**src/hdl/mtd_pkg.sv**
```systemverilog
package mtd_pkg;

  localparam int unsigned TimeWidth        = 16;
  localparam int unsigned ByteWidth        = 8;
  localparam int unsigned CfgDataWidth     = 16;
  localparam int unsigned CfgAddrWidth     = 2;
  localparam int unsigned BitsPerWordDflt  = 8;

  localparam logic [CfgDataWidth-1:0] HalfLowRst  = 16'd49;
  localparam logic [CfgDataWidth-1:0] HalfHighRst = 16'd145;
  localparam logic [CfgDataWidth-1:0] FullLowRst  = 16'd146;
  localparam logic [CfgDataWidth-1:0] FullHighRst = 16'd242;

  typedef enum logic [1:0] {
    KIND_WORD     = 2'd0,
    KIND_LOST_T   = 2'd1,
    KIND_LOST_MID = 2'd2
  } kind_t;

  typedef enum logic [CfgAddrWidth-1:0] {
    REG_HALF_LOW  = 2'd0,
    REG_HALF_HIGH = 2'd1,
    REG_FULL_LOW  = 2'd2,
    REG_FULL_HIGH = 2'd3
  } reg_idx_t;

endpackage

```
**src/hdl/manchester_edge_timing_decoder_core.sv**
```systemverilog
// Channel  | Ports           | Contents (lowest bit first)
// in_      | tvalid/tready   | tdata: capture_time[15:0]
// out_     | tvalid/tready   | tdata: data_byte[7:0], bad_interval[15:0]; tuser: kind[1:0]
// cfg_     | we/addr/wdata   | 0 half_low, 1 half_high, 2 full_low, 3 full_high
//
// One edge transaction per cycle sustained while no result is stalled; out_tvalid
// rises for an edge that completes a word or loses sync, via the input register,
// then the interval compare and state update into the result register.
// Reset (rst_n low, synchronous) clears decoder state and reloads the thresholds.
// A stalled result holds the edge in the input register; in_tready drops only
// while both registers are full and out_tready is low.
module manchester_edge_timing_decoder_core #(
  parameter int unsigned BITS_PER_WORD = mtd_pkg::BitsPerWordDflt
) (
  input  logic                                  clk,
  input  logic                                  rst_n,
  input  logic                                  in_tvalid,
  output logic                                  in_tready,
  input  logic [15:0]                           in_tdata,   // capture_time[15:0]
  output logic                                  out_tvalid,
  input  logic                                  out_tready,
  output logic [23:0]                           out_tdata,  // data_byte[7:0], bad_interval[23:8]
  output logic [1:0]                            out_tuser,  // kind[1:0]
  input  logic                                  cfg_we,
  input  logic [mtd_pkg::CfgAddrWidth-1:0]      cfg_addr,
  input  logic [mtd_pkg::CfgDataWidth-1:0]      cfg_wdata
);
  import mtd_pkg::*;

  localparam int unsigned CntWidth = $clog2(BITS_PER_WORD + 1);
  localparam int unsigned ExtWidth = (BITS_PER_WORD > ByteWidth) ? BITS_PER_WORD : ByteWidth;

  logic [CfgDataWidth-1:0]  half_low_r, half_high_r, full_low_r, full_high_r;

  logic                     in_valid_r;
  logic [TimeWidth-1:0]     cap_r;

  logic                     locked_r, locked_nxt;
  logic                     mid_r, mid_nxt;
  logic [BITS_PER_WORD-1:0] shift_r, shift_nxt;
  logic [CntWidth-1:0]      count_r, count_nxt;
  logic                     pol_r, pol_nxt;
  logic [TimeWidth-1:0]     last_edge_r, last_edge_nxt;

  logic                     out_valid_r;
  kind_t                    kind_r;
  logic [ByteWidth-1:0]     byte_r;
  logic [TimeWidth-1:0]     bad_r;

  logic                     advance, proc, glitch, in_full, in_half;
  logic                     emit, lost;
  kind_t                    res_kind;
  logic [TimeWidth-1:0]     iv;
  logic [ExtWidth-1:0]      shift_ext;

  assign advance   = !out_valid_r || out_tready;
  assign in_tready = !in_valid_r || advance;
  assign proc      = in_valid_r && advance;

  assign iv      = cap_r - last_edge_r;
  assign glitch  = iv <= half_low_r;
  assign in_full = (iv > full_low_r) && (iv < full_high_r);
  assign in_half = (iv > half_low_r) && (iv < half_high_r);

  always_comb begin
    locked_nxt    = locked_r;
    mid_nxt       = mid_r;
    shift_nxt     = shift_r;
    count_nxt     = count_r;
    pol_nxt       = pol_r;
    last_edge_nxt = last_edge_r;
    lost          = 1'b0;
    res_kind      = KIND_WORD;
    if (proc && !glitch) begin
      last_edge_nxt = cap_r;
      pol_nxt       = !pol_r;
      if (!locked_r) begin
        if (in_full) begin
          shift_nxt  = BITS_PER_WORD'(pol_r);
          count_nxt  = CntWidth'(1);
          mid_nxt    = 1'b1;
          locked_nxt = 1'b1;
        end
      end else if (mid_r) begin
        priority if (in_full) begin
          shift_nxt = (shift_r << 1) | BITS_PER_WORD'(pol_r);
          count_nxt = count_r + CntWidth'(1);
        end else if (in_half) begin
          mid_nxt = 1'b0;
        end else begin
          lost     = 1'b1;
          res_kind = KIND_LOST_MID;
        end
      end else begin
        if (in_half) begin
          shift_nxt = (shift_r << 1) | BITS_PER_WORD'(pol_r);
          count_nxt = count_r + CntWidth'(1);
          mid_nxt   = 1'b1;
        end else begin
          lost     = 1'b1;
          res_kind = KIND_LOST_T;
        end
      end
      if (lost) begin
        locked_nxt = 1'b0;
      end
    end
  end

  assign shift_ext = ExtWidth'(shift_nxt);
  assign emit = proc && !glitch &&
                (lost || (locked_nxt && count_nxt == CntWidth'(BITS_PER_WORD)));

  always_ff @(posedge clk) begin
    if (!rst_n) begin
      half_low_r  <= HalfLowRst;
      half_high_r <= HalfHighRst;
      full_low_r  <= FullLowRst;
      full_high_r <= FullHighRst;
    end else if (cfg_we) begin
      unique case (reg_idx_t'(cfg_addr))
        REG_HALF_LOW:  half_low_r  <= cfg_wdata;
        REG_HALF_HIGH: half_high_r <= cfg_wdata;
        REG_FULL_LOW:  full_low_r  <= cfg_wdata;
        REG_FULL_HIGH: full_high_r <= cfg_wdata;
        default: ;
      endcase
    end
  end

  always_ff @(posedge clk) begin
    if (!rst_n) begin
      in_valid_r  <= 1'b0;
      out_valid_r <= 1'b0;
      locked_r    <= 1'b0;
      mid_r       <= 1'b0;
      shift_r     <= '0;
      count_r     <= '0;
      pol_r       <= 1'b0;
      last_edge_r <= '0;
    end else begin
      if (in_tready) begin
        in_valid_r <= in_tvalid;
      end
      if (advance) begin
        out_valid_r <= emit;
      end
      locked_r    <= locked_nxt;
      mid_r       <= mid_nxt;
      pol_r       <= pol_nxt;
      last_edge_r <= last_edge_nxt;
      if (emit && !lost) begin
        shift_r <= '0;
        count_r <= '0;
      end else begin
        shift_r <= shift_nxt;
        count_r <= count_nxt;
      end
    end
  end

  always_ff @(posedge clk) begin
    if (in_tvalid && in_tready) begin
      cap_r <= in_tdata;
    end
    if (emit) begin
      kind_r <= res_kind;
      byte_r <= shift_ext[ByteWidth-1:0];
      bad_r  <= lost ? iv : '0;
    end
  end

  assign out_tvalid = out_valid_r;
  assign out_tdata  = {bad_r, byte_r};
  assign out_tuser  = kind_r;

  a_word_no_interval: assert property (@(posedge clk) disable iff (!rst_n)
    out_valid_r && kind_r == KIND_WORD |-> bad_r == '0)
    else $error("word result carries a nonzero interval");

  a_loss_unlocks: assert property (@(posedge clk) disable iff (!rst_n)
    emit && lost |=> !locked_r)
    else $error("decoder still locked after loss of sync");

  a_glitch_keeps_time: assert property (@(posedge clk) disable iff (!rst_n)
    proc && glitch |=> $stable(last_edge_r) && $stable(pol_r))
    else $error("glitch changed edge time or polarity");

  a_count_bound: assert property (@(posedge clk) disable iff (!rst_n)
    count_r < CntWidth'(BITS_PER_WORD) || !locked_r)
    else $error("bit count reached a full word while locked");

  a_ready_when_empty: assert property (@(posedge clk) disable iff (!rst_n)
    !out_valid_r |-> in_tready)
    else $error("input stalled with empty result register");

endmodule
```
**config.mk**
```make
export PLATFORM = sky130hd
export DESIGN_NAME = manchester_edge_timing_decoder_core
export DESIGN_NICKNAME = d
export VERILOG_FILES = /design/src/hdl/mtd_pkg.sv /design/src/hdl/manchester_edge_timing_decoder_core.sv
export SDC_FILE = /design/constraint.sdc
export NUM_CORES = 1
export LEC_CHECK = 0
export BUFFER_PORTS_ARGS = -buffer_cell sky130_fd_sc_hd__buf_2
export CAP_MARGIN = 0
export CORE_AREA = 5 5 152 154
export CTS_CLUSTER_DIAMETER = 200
export DETAILED_ROUTE_END_ITERATION = 8
export DIE_AREA = 0 0 157 159
export HOLD_SLACK_MARGIN = 0.05
export PLACE_DENSITY = 0.57
export SYNTH_ARGS = -nofsm -noshare
export SYNTH_HDL_FRONTEND = slang
export SYNTH_SLANG_ARGS = --single-unit
```
**constraint.sdc**
```tcl
create_clock -name clk -period 11.9 [get_ports clk]
set_input_delay 2.38 -clock clk [delete_from_list [all_inputs] [get_ports clk]]
set_output_delay 2.38 -clock clk [all_outputs]
set_load 0.05 [all_outputs]
```
==> results of run 1 <==
[power by group]
part           total [mW]  switching (mW)  internal (mW)
clock               0.514           0.212          0.302
sequential          0.516          0.0103          0.505
combinational       0.300           0.183          0.117
[tightest hold or removal path, cell delays in order (launching register included)]
cell     delay, ns
dfxtp_1       0.31
nand2_1       0.05
a21oi_1       0.05
[logic make-up after synthesis]
| family | Yosys count | synth area share |
|---|---|---|
| flops | 139 | 0.433 |
| fa+ha+maj | 80 | 0.136 |
| compound gates | 198 | 0.163 |
| mux | 1 | 0.00152 |
| simple gates | 293 | 0.180 |
| buf+inv | 136 | 0.0712 |
| xor+xnor | 13 | 0.0154 |
[metrics by stage]
step	cells	util	hold slack (ns)	power (mW)
5_1_grt	1211	0.397	0.471	1.41
3_3_place_gp	1179	0.371	0.442	0.821
4_1_cts	1211	0.397	0.456	1.34
3_5_place_dp	1179	0.371	0.447	0.825
6_report	1211	0.397	0.454	1.33
2_1_floorplan	860	-	0.436	0.739
[placed cells by master, fill, tap and decap left out, types with 3 or more instances in the layout]
cell type   count
a211oi_1        5
a21boi_0        4
a21o_1          6
a21oi_1       110
and2_1          4
and3_1          3
buf_2          66
buf_4           8
clkbuf_16      18
clkinvlp_4      3
dfxtp_1        97
edfxtp_1       42
ha_1           79
inv_1         100
inv_6           3
nand2_1       181
nand2b_1        4
nand3_1        15
nand4_1        12
nor2_1         26
nor2b_1        18
nor3_1          9
nor3b_1         5
o211ai_1       17
o21a_1          6
o21ai_0        19
o22ai_1         7
o31ai_1         3
or2_2           4
xnor2_1        12
[sequential cells by signal (all words and copies together), names as in the netlist]
signal	cells
half_low_r	16
out_tuser	2
out_tvalid	1
count_r	4
bad_r	16
shift_r	8
mid_r	1
full_low_r	16
half_high_r	16
last_edge_r	16
in_valid_r	1
full_high_r	16
byte_r	8
pol_r	1
cap_r	16
locked_r	1
[final timing paths]
path / to / cells after the start
max: byte_r[1]$_DFFE_PP_ / 22
min: half_low_r[14]$_SDFFE_PN0P_ / 2
max reg2reg: byte_r[1]$_DFFE_PP_ / 22
min reg2reg: half_low_r[14]$_SDFFE_PN0P_ / 2
[layer usage]
| layer | global-route usage | vias to the layer above |
|---|---|---|
| li1 | - | 3047 |
| met1 | 0.198 | 2732 |
| met2 | 0.259 | 112 |
| met3 | 0.0283 | 22 |
| met4 | 0.0564 | 0 |
| met5 | 0 | - |
[layout make-up]
type / instances / area share
Tap cell: 280 / 0.0409
Multi-Input combinational cell: 585 / 0.429
Clock inverter: 12 / 0.0131
Timing Repair Buffer: 74 / 0.0456
Clock buffer: 20 / 0.0535
Sequential cell: 139 / 0.374
Inverter: 101 / 0.0443
==> flow_metrics.tcl, run 1 <==
set metrics [dict create \
    timing.max_cap.violations 0 \
    yosysUniqueCellTypes 59 \
    cts_tree "built" \
    layout_min_cycle_time_ns 7.52 \
    path_max_fanout 26 \
    design_area_um2 8570 \
    synth_top_cell_by_area "dfxtp_1" \
    port_buffers 66 \
    path_cells "inv_1 -> ha_1 -> fa_1 -> nor2b_1 -> o21ai_0 -> a21boi_0 -> o21ai_0 -> a211oi_1 -> o311ai_0 -> a21oi_1 -> o21ai_0 -> o31a_1 -> ha_1 -> nand4_2 -> nor4_2 -> o21ai_1 -> and4_4 -> or3b_1 -> a211oi_2 -> o211ai_1 -> nor4_4 -> nand2b_1" \
    holdCritStartpoint "half_low_r[14]$_SDFFE_PN0P_" \
    final_net_count 1037 \
    syn_inst 860 \
    rr_startpoint "cap_r[0]$_DFFE_PP_" \
    wl_per_cell_um 15.3 \
    fmax_mhz 133 \
    grt_setup_unrepaired "no" \
    drive_above_1_share 0.132 \
    crit_start "cap_r[0]$_DFFE_PP_" \
    yosys_warnings 0 \
    crit_type "reg -> reg" \
    slew_violations 0 \
    die_w_um 157 \
    synth-edff-count 42 \
    ys_ff_latch 139 \
    drc 0 \
    dieArea_um2 25000 \
    ys_seq_area_frac 0.433 \
    path_common_cell "o21ai_0" \
    outcome "complete, no violations" \
    drtIter0Drc 291 \
    power_density_nw_per_um2 155 \
    worstPathArrival_ns 7.55 \
    antenna_found_initial 0 \
    tightest_slew_ns 1.23 \
    cts.clk_slew.worst_paths_ns 0.06 \
    relSlewSlack 0.181 \
    syn_area_um2 7400 \
    fin_ws_ns 4.38 \
    cts_resized 0 \
    regArea_um2 3200 \
    synth_top_area_frac 0.262 \
    synthArstFlopShare 0 \
    yosys-top-cells-area "dfxtp_1 26%, edfxtp_1 17%, ha_1 13%" \
    ant_nets 0 \
    area_delta_synth_final_pct 15.8 \
    synth_flop_cell "dfxtp_1" \
    clock-root-buffer "clkbuf_16" \
    skew_ns 0.0114 \
    rrSetupSlack_ns 4.38 \
    grt-ovfl-total 0 \
    multi_input_area_um2 3670 \
    final_hold_viol_count 0 \
    path_buf_inv 1 \
    required_ns 11.93 \
    firstDrtPassIters 5 \
    fp-row-count 54 \
    slowest_delay_ns 1.01 \
    grt_pass1_vias 5892 \
    placed_area_um2 8000 \
    crit_family "compound AO/OA/AOI/OAI gates" \
    grt_pass1_wl_mm 30.5 \
    fillers 2195 \
    met2_length_mm 8.85 \
    fp.dieH_um 159 \
    synthTopCellsByCount "181 x nand2_1, 110 x a21oi_1, 100 x inv_1, 97 x dfxtp_1, 79 x ha_1" \
    grt.total_usage 0.155 \
    clk_latency_ns 0.43 \
    place_ws_ns 4.40 \
    dp_hpwl_mm 13.7 \
    worst_setup_path_start_kind "flip-flop" \
    core_um2 21600 \
    vias 5913 \
    hp-class "reg -> reg" \
    routed-wl-met3_um 720 \
    wl_mm 18.5 \
    grt_start_max_net_pins 51 \
    synthesis.nets 979 \
    io_pins 67 \
    cts_sinks 139 \
    num_antenna_cells 0 \
    crit_slowest_cell "nand2b_1" \
    cts_buffers 17 \
    htreeDepth 4 \
    avgSynthCellArea_um2 8.60 \
    place_congestion 0.846 \
    cp-end-kind "flip-flop" \
    synth.most_common_cell "nand2_1" \
    clock_path_buffers 2 \
    hold_buffers 0 \
    fin_setup_tns_ns 0 \
    p_leak_nw 3.36 \
    m1WireLength_mm 8.57 \
    topRoutingLayerUsed "met4" \
    finalCritPeriodShare 0.632 \
    final-setup-viol-count 0 \
    start_util 0.343 \
    post-cts-setup-buffers 0 \
    vias_per_cell 4.88 \
    peakVddDrop_uv 85.9 \
]
(Power assumes the default switching activity.)
==> run 2, diff against run 1 <==
==> constraint.sdc (replaced) <==
create_clock -name clk -period 7.65 [get_ports clk]
set_input_delay 1.53 -clock clk [delete_from_list [all_inputs] [get_ports clk]]
set_output_delay 1.53 -clock clk [all_outputs]
set_load 0.05 [all_outputs]
==> run 2 against run 1 <==
Effect of this change:
- die area unchanged
- wire length down 1.1%
- critical path type unchanged
- critical path depth up 2
- flip-flop and latch count unchanged
- sequential power up 55%
- first-iteration DRC count up 14%
- global-route usage down 0.31 points
==> flow_metrics.tcl, run 2 (same netlist as run 1, synthesis figures left out) <==
set metrics [dict create \
    cts_sinks 139 \
    layout_min_cycle_time_ns 6.70 \
    clock_path_buffers 2 \
    wl_per_cell_um 15.1 \
    cp-end-kind "flip-flop" \
    seqPwrFrac 0.378 \
    outcome "complete, no violations" \
    skew_ns 0.00950 \
    fillers 2192 \
    drtIter0Drc 332 \
    slew_violations 0 \
    place_congestion 0.816 \
    fp.dieH_um 159 \
    firstDrtPassIters 5 \
    path_common_cell "o21ai_0" \
    die_w_um 157 \
    ant_nets 0 \
    required_ns 7.76 \
    core_um2 21600 \
    slowest_delay_ns 0.78 \
    antenna_found_initial 0 \
    clock-root-buffer "clkbuf_16" \
    placed_area_um2 7990 \
    vias_per_cell 4.91 \
    p_switching_mw 0.609 \
    mostFrequentLayoutCell "nand2_1" \
    worstPathArrival_ns 6.81 \
    rrSetupSlack_ns 0.95 \
    cts.clk_slew.worst_paths_ns 0.06 \
    rr_startpoint "cap_r[0]$_DFFE_PP_" \
    cts_buffers 17 \
    grt_start_max_net_pins 51 \
    crit_start "cap_r[0]$_DFFE_PP_" \
    dp_hpwl_mm 13.4 \
    power_frac_comb 0.216 \
    cts_resized 0 \
    swShare 0.287 \
    num_antenna_cells 0 \
    clk_latency_ns 0.42 \
    worst_r2r_endpoint "bad_r[3]$_SDFFCE_PP0P_" \
    timing.max_cap.violations 0 \
    clock_power_share 0.406 \
    design_area_um2 8610 \
    drc 0 \
    start_util 0.343 \
    htreeDepth 4 \
    hp-class "reg -> reg" \
    reg2reg_depth 24 \
    internal_power_mw 1.52 \
    vias 5936 \
    fin_setup_tns_ns 0 \
    tightest_slew_ns 0.953 \
    path_max_fanout 15 \
    crit_slowest_cell "a211oi_2" \
    area_delta_synth_final_pct 16.4 \
    fmax_mhz 149 \
    grt_setup_unrepaired "no" \
    crit_type "reg -> reg" \
    drive_above_1_share 0.132 \
    relSlewSlack 0.364 \
    p_leak_nw 3.38 \
    post-cts-setup-buffers 0 \
    worst_setup_path_start_kind "flip-flop" \
    most-common-layout-cells "181 x nand2_1, 110 x a21oi_1, 100 x inv_1" \
    peakVddDrop_uv 134 \
    final_hold_viol_count 0 \
    grt_pass1_wl_mm 29.8 \
    path_cells "inv_1 -> ha_1 -> fa_1 -> nor2b_1 -> o21ai_0 -> a21boi_0 -> o21ai_0 -> a211oi_1 -> o311ai_0 -> a21oi_1 -> o21ai_0 -> o31a_1 -> ha_1 -> nand4_2 -> nor4_2 -> o21ai_1 -> and4_4 -> or3b_1 -> a211oi_2 -> o211ai_1 -> nor4_4 -> buf_4 -> nand2b_1 -> buf_4" \
    io_pins 67 \
    grt_pass1_vias 5707 \
    grt-ovfl-total 0 \
    dieArea_um2 25000 \
    finalCritPeriodShare 0.875 \
    power_density_nw_per_um2 247 \
    path_buf_inv 3 \
    path_depth 24 \
    port_buffers 66 \
    wl_mm 18.3 \
    crit_family "compound AO/OA/AOI/OAI gates" \
    final_net_count 1036 \
    grt.total_usage 0.151 \
    cts_tree "built" \
    crit_path_end "bad_r[3]$_SDFFCE_PP0P_" \
    final-setup-viol-count 0 \
    fp-row-count 54 \
    hold_buffers 0 \
]
## run 2: cell types whose count changed in the layout (fill, tap and decap cells not counted), sizes merged
cell | previous run | this run
clkinv | 4 | 7
clkbuf | 20 | 19
buf | 74 | 73
bufinv | 1 | 4
inv | 105 | 101
clkinvlp | 3 | 2
## run 2: worst min-delay path by stage
stage / startpoint / slack [ns] / to / depth (start not counted)
CTS: half_low_r[1]$_SDFFE_PN0P_ / 0.45 / half_low_r[1]$_SDFFE_PN0P_ / 2
global placement: last_edge_r[11]$_SDFFE_PN0N_ / 0.44 / last_edge_r[11]$_SDFFE_PN0N_ / 2
finish: last_edge_r[9]$_SDFFE_PN0N_ / 0.45 / last_edge_r[9]$_SDFFE_PN0N_ / 2
detailed placement: half_low_r[1]$_SDFFE_PN0P_ / 0.45 / half_low_r[1]$_SDFFE_PN0P_ / 2
global route: last_edge_r[11]$_SDFFE_PN0N_ / 0.47 / last_edge_r[11]$_SDFFE_PN0N_ / 2
floorplan: full_high_r[10]$_SDFFE_PN0P_ / 0.44 / full_high_r[10]$_SDFFE_PN0P_ / 2
## run 2: worst min-delay path, delay by kind of cell (launching register included)
family	cells	cell delay, ns
flops	1	0.31
simple gates	1	0.05
compound gates	1	0.05
## run 2: power groups by stage
| stage | registers [mW] | clock network, mW | logic (mW) |
|---|---|---|---|
| global route | 0.805 | 0.911 | 0.529 |
| CTS | 0.802 | 0.882 | 0.464 |
| global placement | 0.817 | 0 | 0.455 |
| finish | 0.802 | 0.863 | 0.459 |
| floorplan | 0.814 | 0 | 0.336 |
| detailed placement | 0.818 | 0 | 0.459 |
## run 2: cell type report
| type | instances | area (um2) | share of cell area |
|---|---|---|---|
| Clock buffer | 19 | 443 | 0.0514 |
| Clock inverter | 13 | 175 | 0.0203 |
| Inverter | 101 | 379 | 0.0440 |
| Multi-Input combinational cell | 585 | 3680 | 0.427 |
| Sequential cell | 139 | 3200 | 0.372 |
| Tap cell | 280 | 350 | 0.0407 |
| Timing Repair Buffer | 73 | 383 | 0.0445 |
## run 2: per-layer routing
| layer | global-route usage | wire length, um |
|---|---|---|
| met2 | 0.252 | 8790 |
| met5 | 0 | 0 |
| met3 | 0.0348 | 790 |
| met1 | 0.195 | 8450 |
| met4 | 0.0462 | 297 |
## run 2: stage by stage
step | setup WS [ns] | hold WS [ns] | power [mW] | utilization | cells
2_1_floorplan | 1.64 | 0.436 | 1.15 | - | 860
3_3_place_gp | 1.19 | 0.442 | 1.27 | 0.371 | 1178
3_5_place_dp | 1.03 | 0.446 | 1.28 | 0.371 | 1178
4_1_cts | 0.949 | 0.454 | 2.15 | 0.400 | 1210
5_1_grt | 0.308 | 0.467 | 2.24 | 0.400 | 1210
6_report | 0.954 | 0.453 | 2.12 | 0.400 | 1210
